### src/hdl/gcfc_pkg.sv
// ---------------------------------------------------------------------------
// gcfc_pkg
// Shared constants, state encoding and control bundles for the gap-cluster
// frequency classifier.
// ---------------------------------------------------------------------------
package gcfc_pkg;

    localparam int DEPTH_DEFAULT = 32;
    localparam int VALUE_W       = 16;
    localparam int OUT_COUNT_W   = 6;
    localparam int APB_ADDR_W    = 1;
    localparam int APB_DATA_W    = 32;

    localparam logic [VALUE_W-1:0]    GAP_LIMIT_RESET = 16'd100;
    localparam logic [APB_ADDR_W-1:0] ADDR_GAP_LIMIT  = 1'b0;

    typedef enum logic [2:0] {
        ST_IDLE,
        ST_HIST_RD,
        ST_SCAN_RD,
        ST_SCAN_CMP,
        ST_CLOSE,
        ST_MULT,
        ST_DONE
    } gcfc_state_t;

    typedef struct packed {
        logic start;
        logic hist_wr;
        logic rd_issue;
        logic skip_old;
        logic emit_x;
        logic emit_data;
        logic close;
        logic mult;
        logic load_out;
    } gcfc_cmd_t;

    typedef struct packed {
        logic read_done;
        logic skip_hit;
        logic insert_hit;
        logic x_pending;
        logic out_busy;
    } gcfc_status_t;

endpackage

### src/hdl/gcfc_regs.sv
// ---------------------------------------------------------------------------
// gcfc_regs
// APB register file holding the cluster gap limit.
// ---------------------------------------------------------------------------
module gcfc_regs
(
    input  logic                             clk,
    input  logic                             rst_n,
    input  logic                             psel,
    input  logic                             penable,
    input  logic                             pwrite,
    input  logic [gcfc_pkg::APB_ADDR_W-1:0]  paddr,
    input  logic [gcfc_pkg::APB_DATA_W-1:0]  pwdata,
    output logic [gcfc_pkg::APB_DATA_W-1:0]  prdata,
    output logic                             pready,
    output logic [gcfc_pkg::VALUE_W-1:0]     gap_limit
);
    import gcfc_pkg::*;

    logic [VALUE_W-1:0] gap_limit_reg;
    logic               wr_en;

    assign pready = 1'b1;
    assign wr_en  = psel && penable && pwrite;

    always_ff @(posedge clk or negedge rst_n)
    begin
        if (!rst_n)
        begin
            gap_limit_reg <= GAP_LIMIT_RESET;
        end
        else if (wr_en && (paddr == ADDR_GAP_LIMIT))
        begin
            gap_limit_reg <= pwdata[VALUE_W-1:0];
        end
    end

    always_comb
    begin
        prdata = '0;
        if (paddr == ADDR_GAP_LIMIT)
        begin
            prdata = APB_DATA_W'(gap_limit_reg);
        end
    end

    assign gap_limit = gap_limit_reg;

endmodule

### src/hdl/gcfc_ctrl.sv
// ---------------------------------------------------------------------------
// gcfc_ctrl
// Sequencer: history update, sorted merge scan, frequency check, result load.
// ---------------------------------------------------------------------------
module gcfc_ctrl
(
    input  logic                    clk,
    input  logic                    rst_n,
    input  logic                    in_valid,
    output logic                    in_stall,
    input  gcfc_pkg::gcfc_status_t  status,
    output gcfc_pkg::gcfc_cmd_t     cmd
);
    import gcfc_pkg::*;

    gcfc_state_t state_reg;
    gcfc_state_t state_next;

    always_ff @(posedge clk or negedge rst_n)
    begin
        if (!rst_n)
        begin
            state_reg <= ST_IDLE;
        end
        else
        begin
            state_reg <= state_next;
        end
    end

    always_comb
    begin
        state_next = state_reg;
        cmd        = '0;
        in_stall   = 1'b1;
        case (state_reg)
            ST_IDLE:
            begin
                in_stall = 1'b0;
                if (in_valid)
                begin
                    cmd.start  = 1'b1;
                    state_next = ST_HIST_RD;
                end
            end
            ST_HIST_RD:
            begin
                cmd.hist_wr = 1'b1;
                state_next  = ST_SCAN_RD;
            end
            ST_SCAN_RD:
            begin
                if (!status.read_done)
                begin
                    cmd.rd_issue = 1'b1;
                    state_next   = ST_SCAN_CMP;
                end
                else
                begin
                    cmd.emit_x = status.x_pending;
                    state_next = ST_CLOSE;
                end
            end
            ST_SCAN_CMP:
            begin
                if (status.skip_hit)
                begin
                    cmd.skip_old = 1'b1;
                    state_next   = ST_SCAN_RD;
                end
                else if (status.insert_hit)
                begin
                    cmd.emit_x = 1'b1;
                end
                else
                begin
                    cmd.emit_data = 1'b1;
                    state_next    = ST_SCAN_RD;
                end
            end
            ST_CLOSE:
            begin
                cmd.close  = 1'b1;
                state_next = ST_MULT;
            end
            ST_MULT:
            begin
                cmd.mult   = 1'b1;
                state_next = ST_DONE;
            end
            ST_DONE:
            begin
                if (!status.out_busy)
                begin
                    cmd.load_out = 1'b1;
                    state_next   = ST_IDLE;
                end
            end
            default:
            begin
                state_next = ST_IDLE;
            end
        endcase
    end

    a_accept_starts: assert property (@(posedge clk) disable iff (!rst_n)
        (state_reg == ST_IDLE && in_valid) |=> (state_reg == ST_HIST_RD))
        else $error("accepted transaction did not start history update");

    a_insert_once: assert property (@(posedge clk) disable iff (!rst_n)
        (state_reg == ST_SCAN_CMP && !status.skip_hit && status.insert_hit)
        |=> (!status.insert_hit && !status.x_pending))
        else $error("new value inserted more than once");

endmodule

### src/hdl/gcfc_dp.sv
// ---------------------------------------------------------------------------
// gcfc_dp
// Datapath: history ring, double-banked sorted store, cluster scan and
// result register.
// ---------------------------------------------------------------------------
module gcfc_dp
#(
    parameter int DEPTH = gcfc_pkg::DEPTH_DEFAULT
)
(
    input  logic                             clk,
    input  logic                             rst_n,
    input  gcfc_pkg::gcfc_cmd_t              cmd,
    output gcfc_pkg::gcfc_status_t           status,
    input  logic [gcfc_pkg::VALUE_W-1:0]     gap_limit,
    input  logic [gcfc_pkg::VALUE_W-1:0]     sample_value,
    output logic                             out_valid,
    input  logic                             out_stall,
    output logic                             is_frequent,
    output logic [gcfc_pkg::OUT_COUNT_W-1:0] cluster_total,
    output logic [gcfc_pkg::OUT_COUNT_W-1:0] member_count,
    output logic [gcfc_pkg::OUT_COUNT_W-1:0] fill_level
);
    import gcfc_pkg::*;

    localparam int CW = $clog2(DEPTH + 1);
    localparam int IW = $clog2(DEPTH);
    localparam int PW = 2 * CW;

    logic [VALUE_W-1:0] hist_mem [DEPTH];
    logic [VALUE_W-1:0] srt_mem  [2][DEPTH];

    logic [VALUE_W-1:0] hist_q;
    logic [VALUE_W-1:0] srt_q;
    logic [VALUE_W-1:0] x_reg;
    logic [VALUE_W-1:0] old_reg;
    logic [VALUE_W-1:0] prev_reg;

    logic [IW-1:0]      slot_reg;
    logic [IW-1:0]      slot_next;
    logic [CW-1:0]      count_reg;
    logic [CW-1:0]      n_reg;
    logic               full_reg;
    logic               bank_reg;

    logic [CW-1:0]      r_reg;
    logic [CW-1:0]      w_reg;
    logic               inserted_reg;
    logic               removed_reg;

    logic [CW-1:0]      clusters_reg;
    logic [CW-1:0]      run_reg;
    logic [CW-1:0]      members_reg;
    logic               has_x_reg;
    logic [PW-1:0]      prod_reg;

    logic               out_valid_reg;
    logic               frequent_out_reg;
    logic [CW-1:0]      clusters_out_reg;
    logic [CW-1:0]      members_out_reg;
    logic [CW-1:0]      fill_out_reg;

    logic               emit;
    logic [VALUE_W-1:0] emit_val;
    logic [VALUE_W-1:0] gap;
    logic               brk;
    logic               eq_x;
    logic [PW:0]        freq_sum;
    logic               frequent;

    assign slot_next = (slot_reg == IW'(DEPTH - 1)) ? '0 : slot_reg + 1'b1;

    assign emit     = cmd.emit_x || cmd.emit_data;
    assign emit_val = cmd.emit_x ? x_reg : srt_q;
    assign gap      = emit_val - prev_reg;
    assign brk      = (w_reg == '0) || (gap > gap_limit);
    assign eq_x     = (emit_val == x_reg);
    assign freq_sum = {1'b0, prod_reg} + (PW + 1)'(clusters_reg);
    assign frequent = freq_sum > (PW + 1)'(count_reg);

    assign status.read_done  = (r_reg == n_reg);
    assign status.skip_hit   = full_reg && !removed_reg && (srt_q == old_reg);
    assign status.insert_hit = !inserted_reg && (x_reg <= srt_q);
    assign status.x_pending  = !inserted_reg;
    assign status.out_busy   = out_valid_reg && out_stall;

    // memories
    always_ff @(posedge clk)
    begin
        if (cmd.start)
        begin
            hist_q <= hist_mem[slot_reg];
        end
        if (cmd.hist_wr)
        begin
            hist_mem[slot_reg] <= x_reg;
        end
        if (cmd.rd_issue)
        begin
            srt_q <= srt_mem[bank_reg][r_reg[IW-1:0]];
        end
        if (emit)
        begin
            srt_mem[~bank_reg][w_reg[IW-1:0]] <= emit_val;
        end
    end

    // control state
    always_ff @(posedge clk or negedge rst_n)
    begin
        if (!rst_n)
        begin
            slot_reg      <= '0;
            count_reg     <= '0;
            n_reg         <= '0;
            full_reg      <= 1'b0;
            bank_reg      <= 1'b0;
            r_reg         <= '0;
            w_reg         <= '0;
            inserted_reg  <= 1'b0;
            removed_reg   <= 1'b0;
            out_valid_reg <= 1'b0;
        end
        else
        begin
            if (cmd.start)
            begin
                n_reg        <= count_reg;
                full_reg     <= (count_reg == CW'(DEPTH));
                if (count_reg != CW'(DEPTH))
                begin
                    count_reg <= count_reg + 1'b1;
                end
                r_reg        <= '0;
                w_reg        <= '0;
                inserted_reg <= 1'b0;
                removed_reg  <= 1'b0;
            end
            if (cmd.hist_wr)
            begin
                slot_reg <= slot_next;
            end
            if (cmd.skip_old)
            begin
                removed_reg <= 1'b1;
            end
            if (cmd.skip_old || cmd.emit_data)
            begin
                r_reg <= r_reg + 1'b1;
            end
            if (cmd.emit_x)
            begin
                inserted_reg <= 1'b1;
            end
            if (emit)
            begin
                w_reg <= w_reg + 1'b1;
            end
            if (cmd.close)
            begin
                bank_reg <= ~bank_reg;
            end
            if (cmd.load_out)
            begin
                out_valid_reg <= 1'b1;
            end
            else if (!out_stall)
            begin
                out_valid_reg <= 1'b0;
            end
        end
    end

    // payload
    always_ff @(posedge clk)
    begin
        if (cmd.start)
        begin
            x_reg        <= sample_value;
            clusters_reg <= '0;
            run_reg      <= '0;
            members_reg  <= '0;
            has_x_reg    <= 1'b0;
        end
        if (cmd.hist_wr)
        begin
            old_reg <= hist_q;
        end
        if (emit)
        begin
            prev_reg <= emit_val;
            if (brk)
            begin
                if (has_x_reg)
                begin
                    members_reg <= run_reg;
                end
                clusters_reg <= clusters_reg + 1'b1;
                run_reg      <= CW'(1);
                has_x_reg    <= eq_x;
            end
            else
            begin
                run_reg   <= run_reg + 1'b1;
                has_x_reg <= has_x_reg || eq_x;
            end
        end
        if (cmd.close && has_x_reg)
        begin
            members_reg <= run_reg;
        end
        if (cmd.mult)
        begin
            prod_reg <= members_reg * clusters_reg;
        end
        if (cmd.load_out)
        begin
            frequent_out_reg <= frequent;
            clusters_out_reg <= clusters_reg;
            members_out_reg  <= members_reg;
            fill_out_reg     <= count_reg;
        end
    end

    assign out_valid     = out_valid_reg;
    assign is_frequent   = frequent_out_reg;
    assign cluster_total = OUT_COUNT_W'(clusters_out_reg);
    assign member_count  = OUT_COUNT_W'(members_out_reg);
    assign fill_level    = OUT_COUNT_W'(fill_out_reg);

    a_merge_len: assert property (@(posedge clk) disable iff (!rst_n)
        cmd.close |-> (w_reg == count_reg))
        else $error("merged store length differs from fill count");

    a_merge_lead: assert property (@(posedge clk) disable iff (!rst_n)
        ({1'b0, w_reg} <= ({1'b0, r_reg} + 1'b1)))
        else $error("write index ran ahead of read index");

    a_result_range: assert property (@(posedge clk) disable iff (!rst_n)
        out_valid_reg |-> (members_out_reg != '0 && members_out_reg <= fill_out_reg
                           && clusters_out_reg != '0 && clusters_out_reg <= fill_out_reg))
        else $error("result counts out of range");

endmodule

### src/hdl/gap_cluster_frequency_classifier.sv
// ---------------------------------------------------------------------------
// gap_cluster_frequency_classifier
// Clusters the most recent DEPTH timing values by sorted neighbor gap and
// classifies the cluster of each new value.
//
// Usage:
//   Input channel in_valid/in_stall carries sample_value; output channel
//   out_valid/out_stall carries is_frequent, cluster_total, member_count and
//   fill_level, one result transaction per input transaction.
//   gap_limit sits at APB byte address 0 and is to be written only while idle;
//   the block itself does not enforce this. Each transaction merges the new
//   value into a sorted copy of the history held in a two-bank store, reading
//   one stored entry at a time through the single read port. The next input is
//   taken as soon as the result is loaded into the output register; a stalled
//   result holds there and blocks only the next load. Reset empties the
//   history, sets gap_limit to 100 and drops any pending result; no clearing
//   pass is needed.
// ---------------------------------------------------------------------------
module gap_cluster_frequency_classifier
#(
    parameter int DEPTH = gcfc_pkg::DEPTH_DEFAULT
)
(
    input  logic                             clk,
    input  logic                             rst_n,
    input  logic                             psel,
    input  logic                             penable,
    input  logic                             pwrite,
    input  logic [gcfc_pkg::APB_ADDR_W-1:0]  paddr,
    input  logic [gcfc_pkg::APB_DATA_W-1:0]  pwdata,
    output logic [gcfc_pkg::APB_DATA_W-1:0]  prdata,
    output logic                             pready,
    input  logic                             in_valid,
    output logic                             in_stall,
    input  logic [gcfc_pkg::VALUE_W-1:0]     sample_value,
    output logic                             out_valid,
    input  logic                             out_stall,
    output logic                             is_frequent,
    output logic [gcfc_pkg::OUT_COUNT_W-1:0] cluster_total,
    output logic [gcfc_pkg::OUT_COUNT_W-1:0] member_count,
    output logic [gcfc_pkg::OUT_COUNT_W-1:0] fill_level
);
    import gcfc_pkg::*;

    logic [VALUE_W-1:0] gap_limit;
    gcfc_cmd_t          cmd;
    gcfc_status_t       status;

    gcfc_regs u_regs
    (
        .clk       (clk),
        .rst_n     (rst_n),
        .psel      (psel),
        .penable   (penable),
        .pwrite    (pwrite),
        .paddr     (paddr),
        .pwdata    (pwdata),
        .prdata    (prdata),
        .pready    (pready),
        .gap_limit (gap_limit)
    );

    gcfc_ctrl u_ctrl
    (
        .clk      (clk),
        .rst_n    (rst_n),
        .in_valid (in_valid),
        .in_stall (in_stall),
        .status   (status),
        .cmd      (cmd)
    );

    gcfc_dp
    #(
        .DEPTH (DEPTH)
    )
    u_dp
    (
        .clk           (clk),
        .rst_n         (rst_n),
        .cmd           (cmd),
        .status        (status),
        .gap_limit     (gap_limit),
        .sample_value  (sample_value),
        .out_valid     (out_valid),
        .out_stall     (out_stall),
        .is_frequent   (is_frequent),
        .cluster_total (cluster_total),
        .member_count  (member_count),
        .fill_level    (fill_level)
    );

endmodule

### config.mk
export PLATFORM = sky130hd
export DESIGN_NAME = gap_cluster_frequency_classifier
export DESIGN_NICKNAME = d
export VERILOG_FILES = /design/src/hdl/gcfc_pkg.sv /design/src/hdl/gcfc_regs.sv /design/src/hdl/gcfc_ctrl.sv /design/src/hdl/gcfc_dp.sv /design/src/hdl/gap_cluster_frequency_classifier.sv
export SDC_FILE = /design/constraint.sdc
export NUM_CORES = 2
export LEC_CHECK = 0
export BUFFER_PORTS_ARGS = -buffer_cell sky130_fd_sc_hd__buf_2
export CAP_MARGIN = 20
export CORE_UTILIZATION = 45
export CTS_CLUSTER_DIAMETER = 120
export DETAILED_ROUTE_END_ITERATION = 7
export HOLD_SLACK_MARGIN = 0.02
export PLACE_DENSITY = 0.58
export SETUP_SLACK_MARGIN = 0.05
export SYNTH_ARGS = -nofsm -noshare
export SYNTH_HDL_FRONTEND = slang
export SYNTH_SLANG_ARGS = --single-unit
### constraint.sdc
create_clock -name clk -period 14.57 [get_ports clk]
set_clock_uncertainty 0.1 [all_clocks]
set_input_delay 2.914 -clock clk [delete_from_list [all_inputs] [get_ports clk]]
set_output_delay 2.914 -clock clk [all_outputs]
set_load 0.05 [all_outputs]
==> impl_metrics.csv <==
group,metric,value,unit
outcome,status,"finished, final reports clean",
clocking,clkSinkCount,1719,
detailed_routing,viasPerCell,5.74,
worst_hold_path,hold_end,"u_dp.old_reg[14]",
power,sw_frac_of_total,32.4,%
placement,gp_congestion,0.812,
clocking,clkLatencyLatePin,810,ps
global_route,grt_first_pass_wirelength,232000,µm
timing,fin_setup_tns,0,ps
timing,worst_pin_slew,1130,ps
layout,final_cell_mix,"edfxtp_1 (1654), mux4_2 (464), clkbuf_16 (174)",
worst_setup_path,reg2reg_slack,6560,ps
clocking,post_cts_buffers,0,
global_route,antenna_found_initial,11,
global_route,grt_start_max_net_pins,146,
worst_setup_path,cp-start-kind,"flop",
power,p_seq_share,41.5,%
die,core,0.150,mm²
power,power_frac_comb,31.7,%
worst_hold_path,min_path_cells,0,
timing,finalCritPeriodShare,55.0,%
detailed_routing,drt-initial-drc-count,3098,
die,die_y,392,µm
logic_synthesis,yosysUniqueCellTypes,66,
timing,fin_crit,8010,ps
detailed_routing,vias,32470,
timing,whs,320,ps
placement,hpwl,96800,µm
detailed_routing,wl,160000,µm
clocking,root_buffer,"clkbuf_16",
logic_synthesis,synth_top_area_share,72.4,%
logic_synthesis,synth_edf_count,1654,
global_route,grt_overflow,0,
worst_setup_path,reg2reg_depth,27,
timing,rsz0062_at_grt,"no",
logic_synthesis,synthArstFlopShare,3.08,%
clocking,cts_hold_buffers,0,
layout,utilization,51.6,%
clocking,cts_htree_levels,4,
timing,max_slew_margin,24.7,%
worst_setup_path,slowest_stage,"a32oi_4",
die,num_rows,142,
logic_synthesis,avgSynthCellArea,21.2,µm²
timing,setup_viol,0,
logic_synthesis,yosys_register_bits,1719,
logic_synthesis,netlist_area,0.0686,mm²
worst_setup_path,critPathArrivalTime,8550,ps
logic_synthesis,synth_top_cell_by_area,"edfxtp_1",
layout,syn_to_final_growth,13.2,%
detailed_routing,dr.pass1.iters,6,
flow_run,drv_cap,0,
logic_synthesis,synth_flop_cell,"edfxtp_1",
clocking,cts_resized,0,
timing,drv_slew,0,
worst_hold_path,hold_start,"u_dp.hist_q[14]",
detailed_routing,drc,0,
clocking,cts_tree,"built",
timing,hold_violations,0,
worst_setup_path,crit_path_max_fanout,66,
clocking,cts.path.max_buffers,3,
power,p_int,11000,µW
die,ios,110,
global_route,grt_pass1_vias,33662,
layout,layout-drive-gt1-share,27.4,%
power,pwr_density_cell,209,mW/mm²
timing,fmax,125,MHz
worst_setup_path,crit_required,15110,ps
worst_setup_path,timing.rr.end,"u_dp.members_reg[1]",
clocking,cts_buffers,174,
placement,io_buffers,76,
die,start_util,45.6,%
worst_setup_path,cpMostUsedCell,"buf_4",
power,p_sw,5260,µW
clocking,clk_pin_slew_worst_paths,60,ps
logic_synthesis,yosys_warnings,0,
worst_setup_path,max_stage_delay,600,ps
logic_synthesis,synthTopCellsByArea,"edfxtp_1 (72%), mux4_2 (15%), dfrtp_1 (1.8%)",
worst_setup_path,end_kind,"flop",
logic_synthesis,yosysSeqAreaShare,74.7,%
power,p_clk_share,26.8,%
die,die-area,0.154,mm²
detailed_routing,ant_nets,0,
worst_setup_path,timing.rr.start,"u_dp.x_reg[14]",
die,die_x,392,µm
detailed_routing,wl_per_cell,28.3,µm
layout,largest_reg_flops,1024,
power,ir_worst_vdd,156,µV
logic_synthesis,syn_inst,3240,
power,p_leak,0.0252,µW
layout,final_common_cell,"edfxtp_1",
global_route,grt_util_all_layers,21.1,%
layout,nets,3663,
worst_hold_path,hold_class,"flop to flop",
worst_setup_path,path_class,"flop to flop",
[synthesized netlist by cell type, drive strengths merged (9+ instances only)]
| library cell | count |
|---|---|
| clkbuf | 91 |
| edfxtp | 1654 |
| xor2 | 15 |
| ha | 93 |
| and2 | 31 |
| nor3 | 11 |
| a22oi | 64 |
| mux2 | 32 |
| xnor2 | 61 |
| buf | 72 |
| o21ai | 34 |
| dfxtp | 12 |
| nor2 | 142 |
| a21oi | 32 |
| mux4 | 464 |
| nand3b | 9 |
| mux2i | 11 |
| nor2b | 12 |
| fa | 19 |
| dfrtp | 50 |
| nand2 | 75 |
| inv | 94 |
| a21o | 15 |
| nand4 | 35 |
| nand3 | 20 |
[power by group through the flow]
stage	registers (µW)	logic, µW	clock network [µW]
floorplan	6620	3530	0
global placement	6820	5070	0
detailed placement	6850	5210	0
CTS	6750	5230	4450
global route	6780	5550	4630
finish	6740	5140	4350
[metal layers]
layer	wire length [µm]	global-route usage, %	up-vias
met3	9140	3.89	211
met1	66400	28.5	17433
li1	-	-	13848
met4	3820	5.86	2
met5	13	0	-
met2	80600	35.1	976
[cell type report]
cell class / count / area, µm²
timing repair buffer: 227 / 1560
multi-input combinational: 1278 / 16300
sequential: 1719 / 51300
antenna: 2 / 5.00
tap: 2016 / 2520
clock inverter: 104 / 1070
inverter: 95 / 357
fill: 11750 / 72800
clock buffer: 212 / 4540
[cells by family after synthesis]
kind of cell / share of synthesized area, %
buf+inv: 1.56
compound gates: 1.99
fa+ha+maj: 2.25
mux: 15.9
simple gates: 2.57
other cells: 0.0110
flops: 74.7
xor+xnor: 0.971
[worst max path at each step]
stage / depth (start not counted) / endpoint / start
2_1_floorplan: 3 / prdata[10] / paddr
3_3_place_gp: 27 / u_dp.members_reg[0] / u_dp.x_reg[12]
3_5_place_dp: 27 / u_dp.members_reg[0] / u_dp.x_reg[14]
4_1_cts: 27 / u_dp.members_reg[1] / u_dp.x_reg[14]
5_1_grt: 27 / u_dp.members_reg[1] / u_dp.x_reg[14]
6_report: 27 / u_dp.members_reg[1] / u_dp.x_reg[14]
[metrics by stage]
step | power, µW | setup WS (ps) | cells | cell area, µm²
after CTS | 16400 | 6510 | 5649 | 77600
after floorplan | 10200 | 7630 | 3255 | 68600
final | 16200 | 6560 | 5653 | 77700
after global routing | 17000 | 5990 | 5651 | 77600
after detailed placement | 12100 | 6550 | 5333 | 72000
after global placement | 11900 | 6840 | 5332 | 72000
[critical path: cells and delay by family, from the launching register on]
kind / cells / cell delay, ps
AOI/OAI and AO/OA: 12 / 2910
adders and majority gates: 3 / 1150
buffers and inverters: 4 / 1230
DFF: 1 / 410
muxes: 2 / 510
and+or+nand+nor: 6 / 1450
Note: power is estimated with default switching activity, not from simulation.
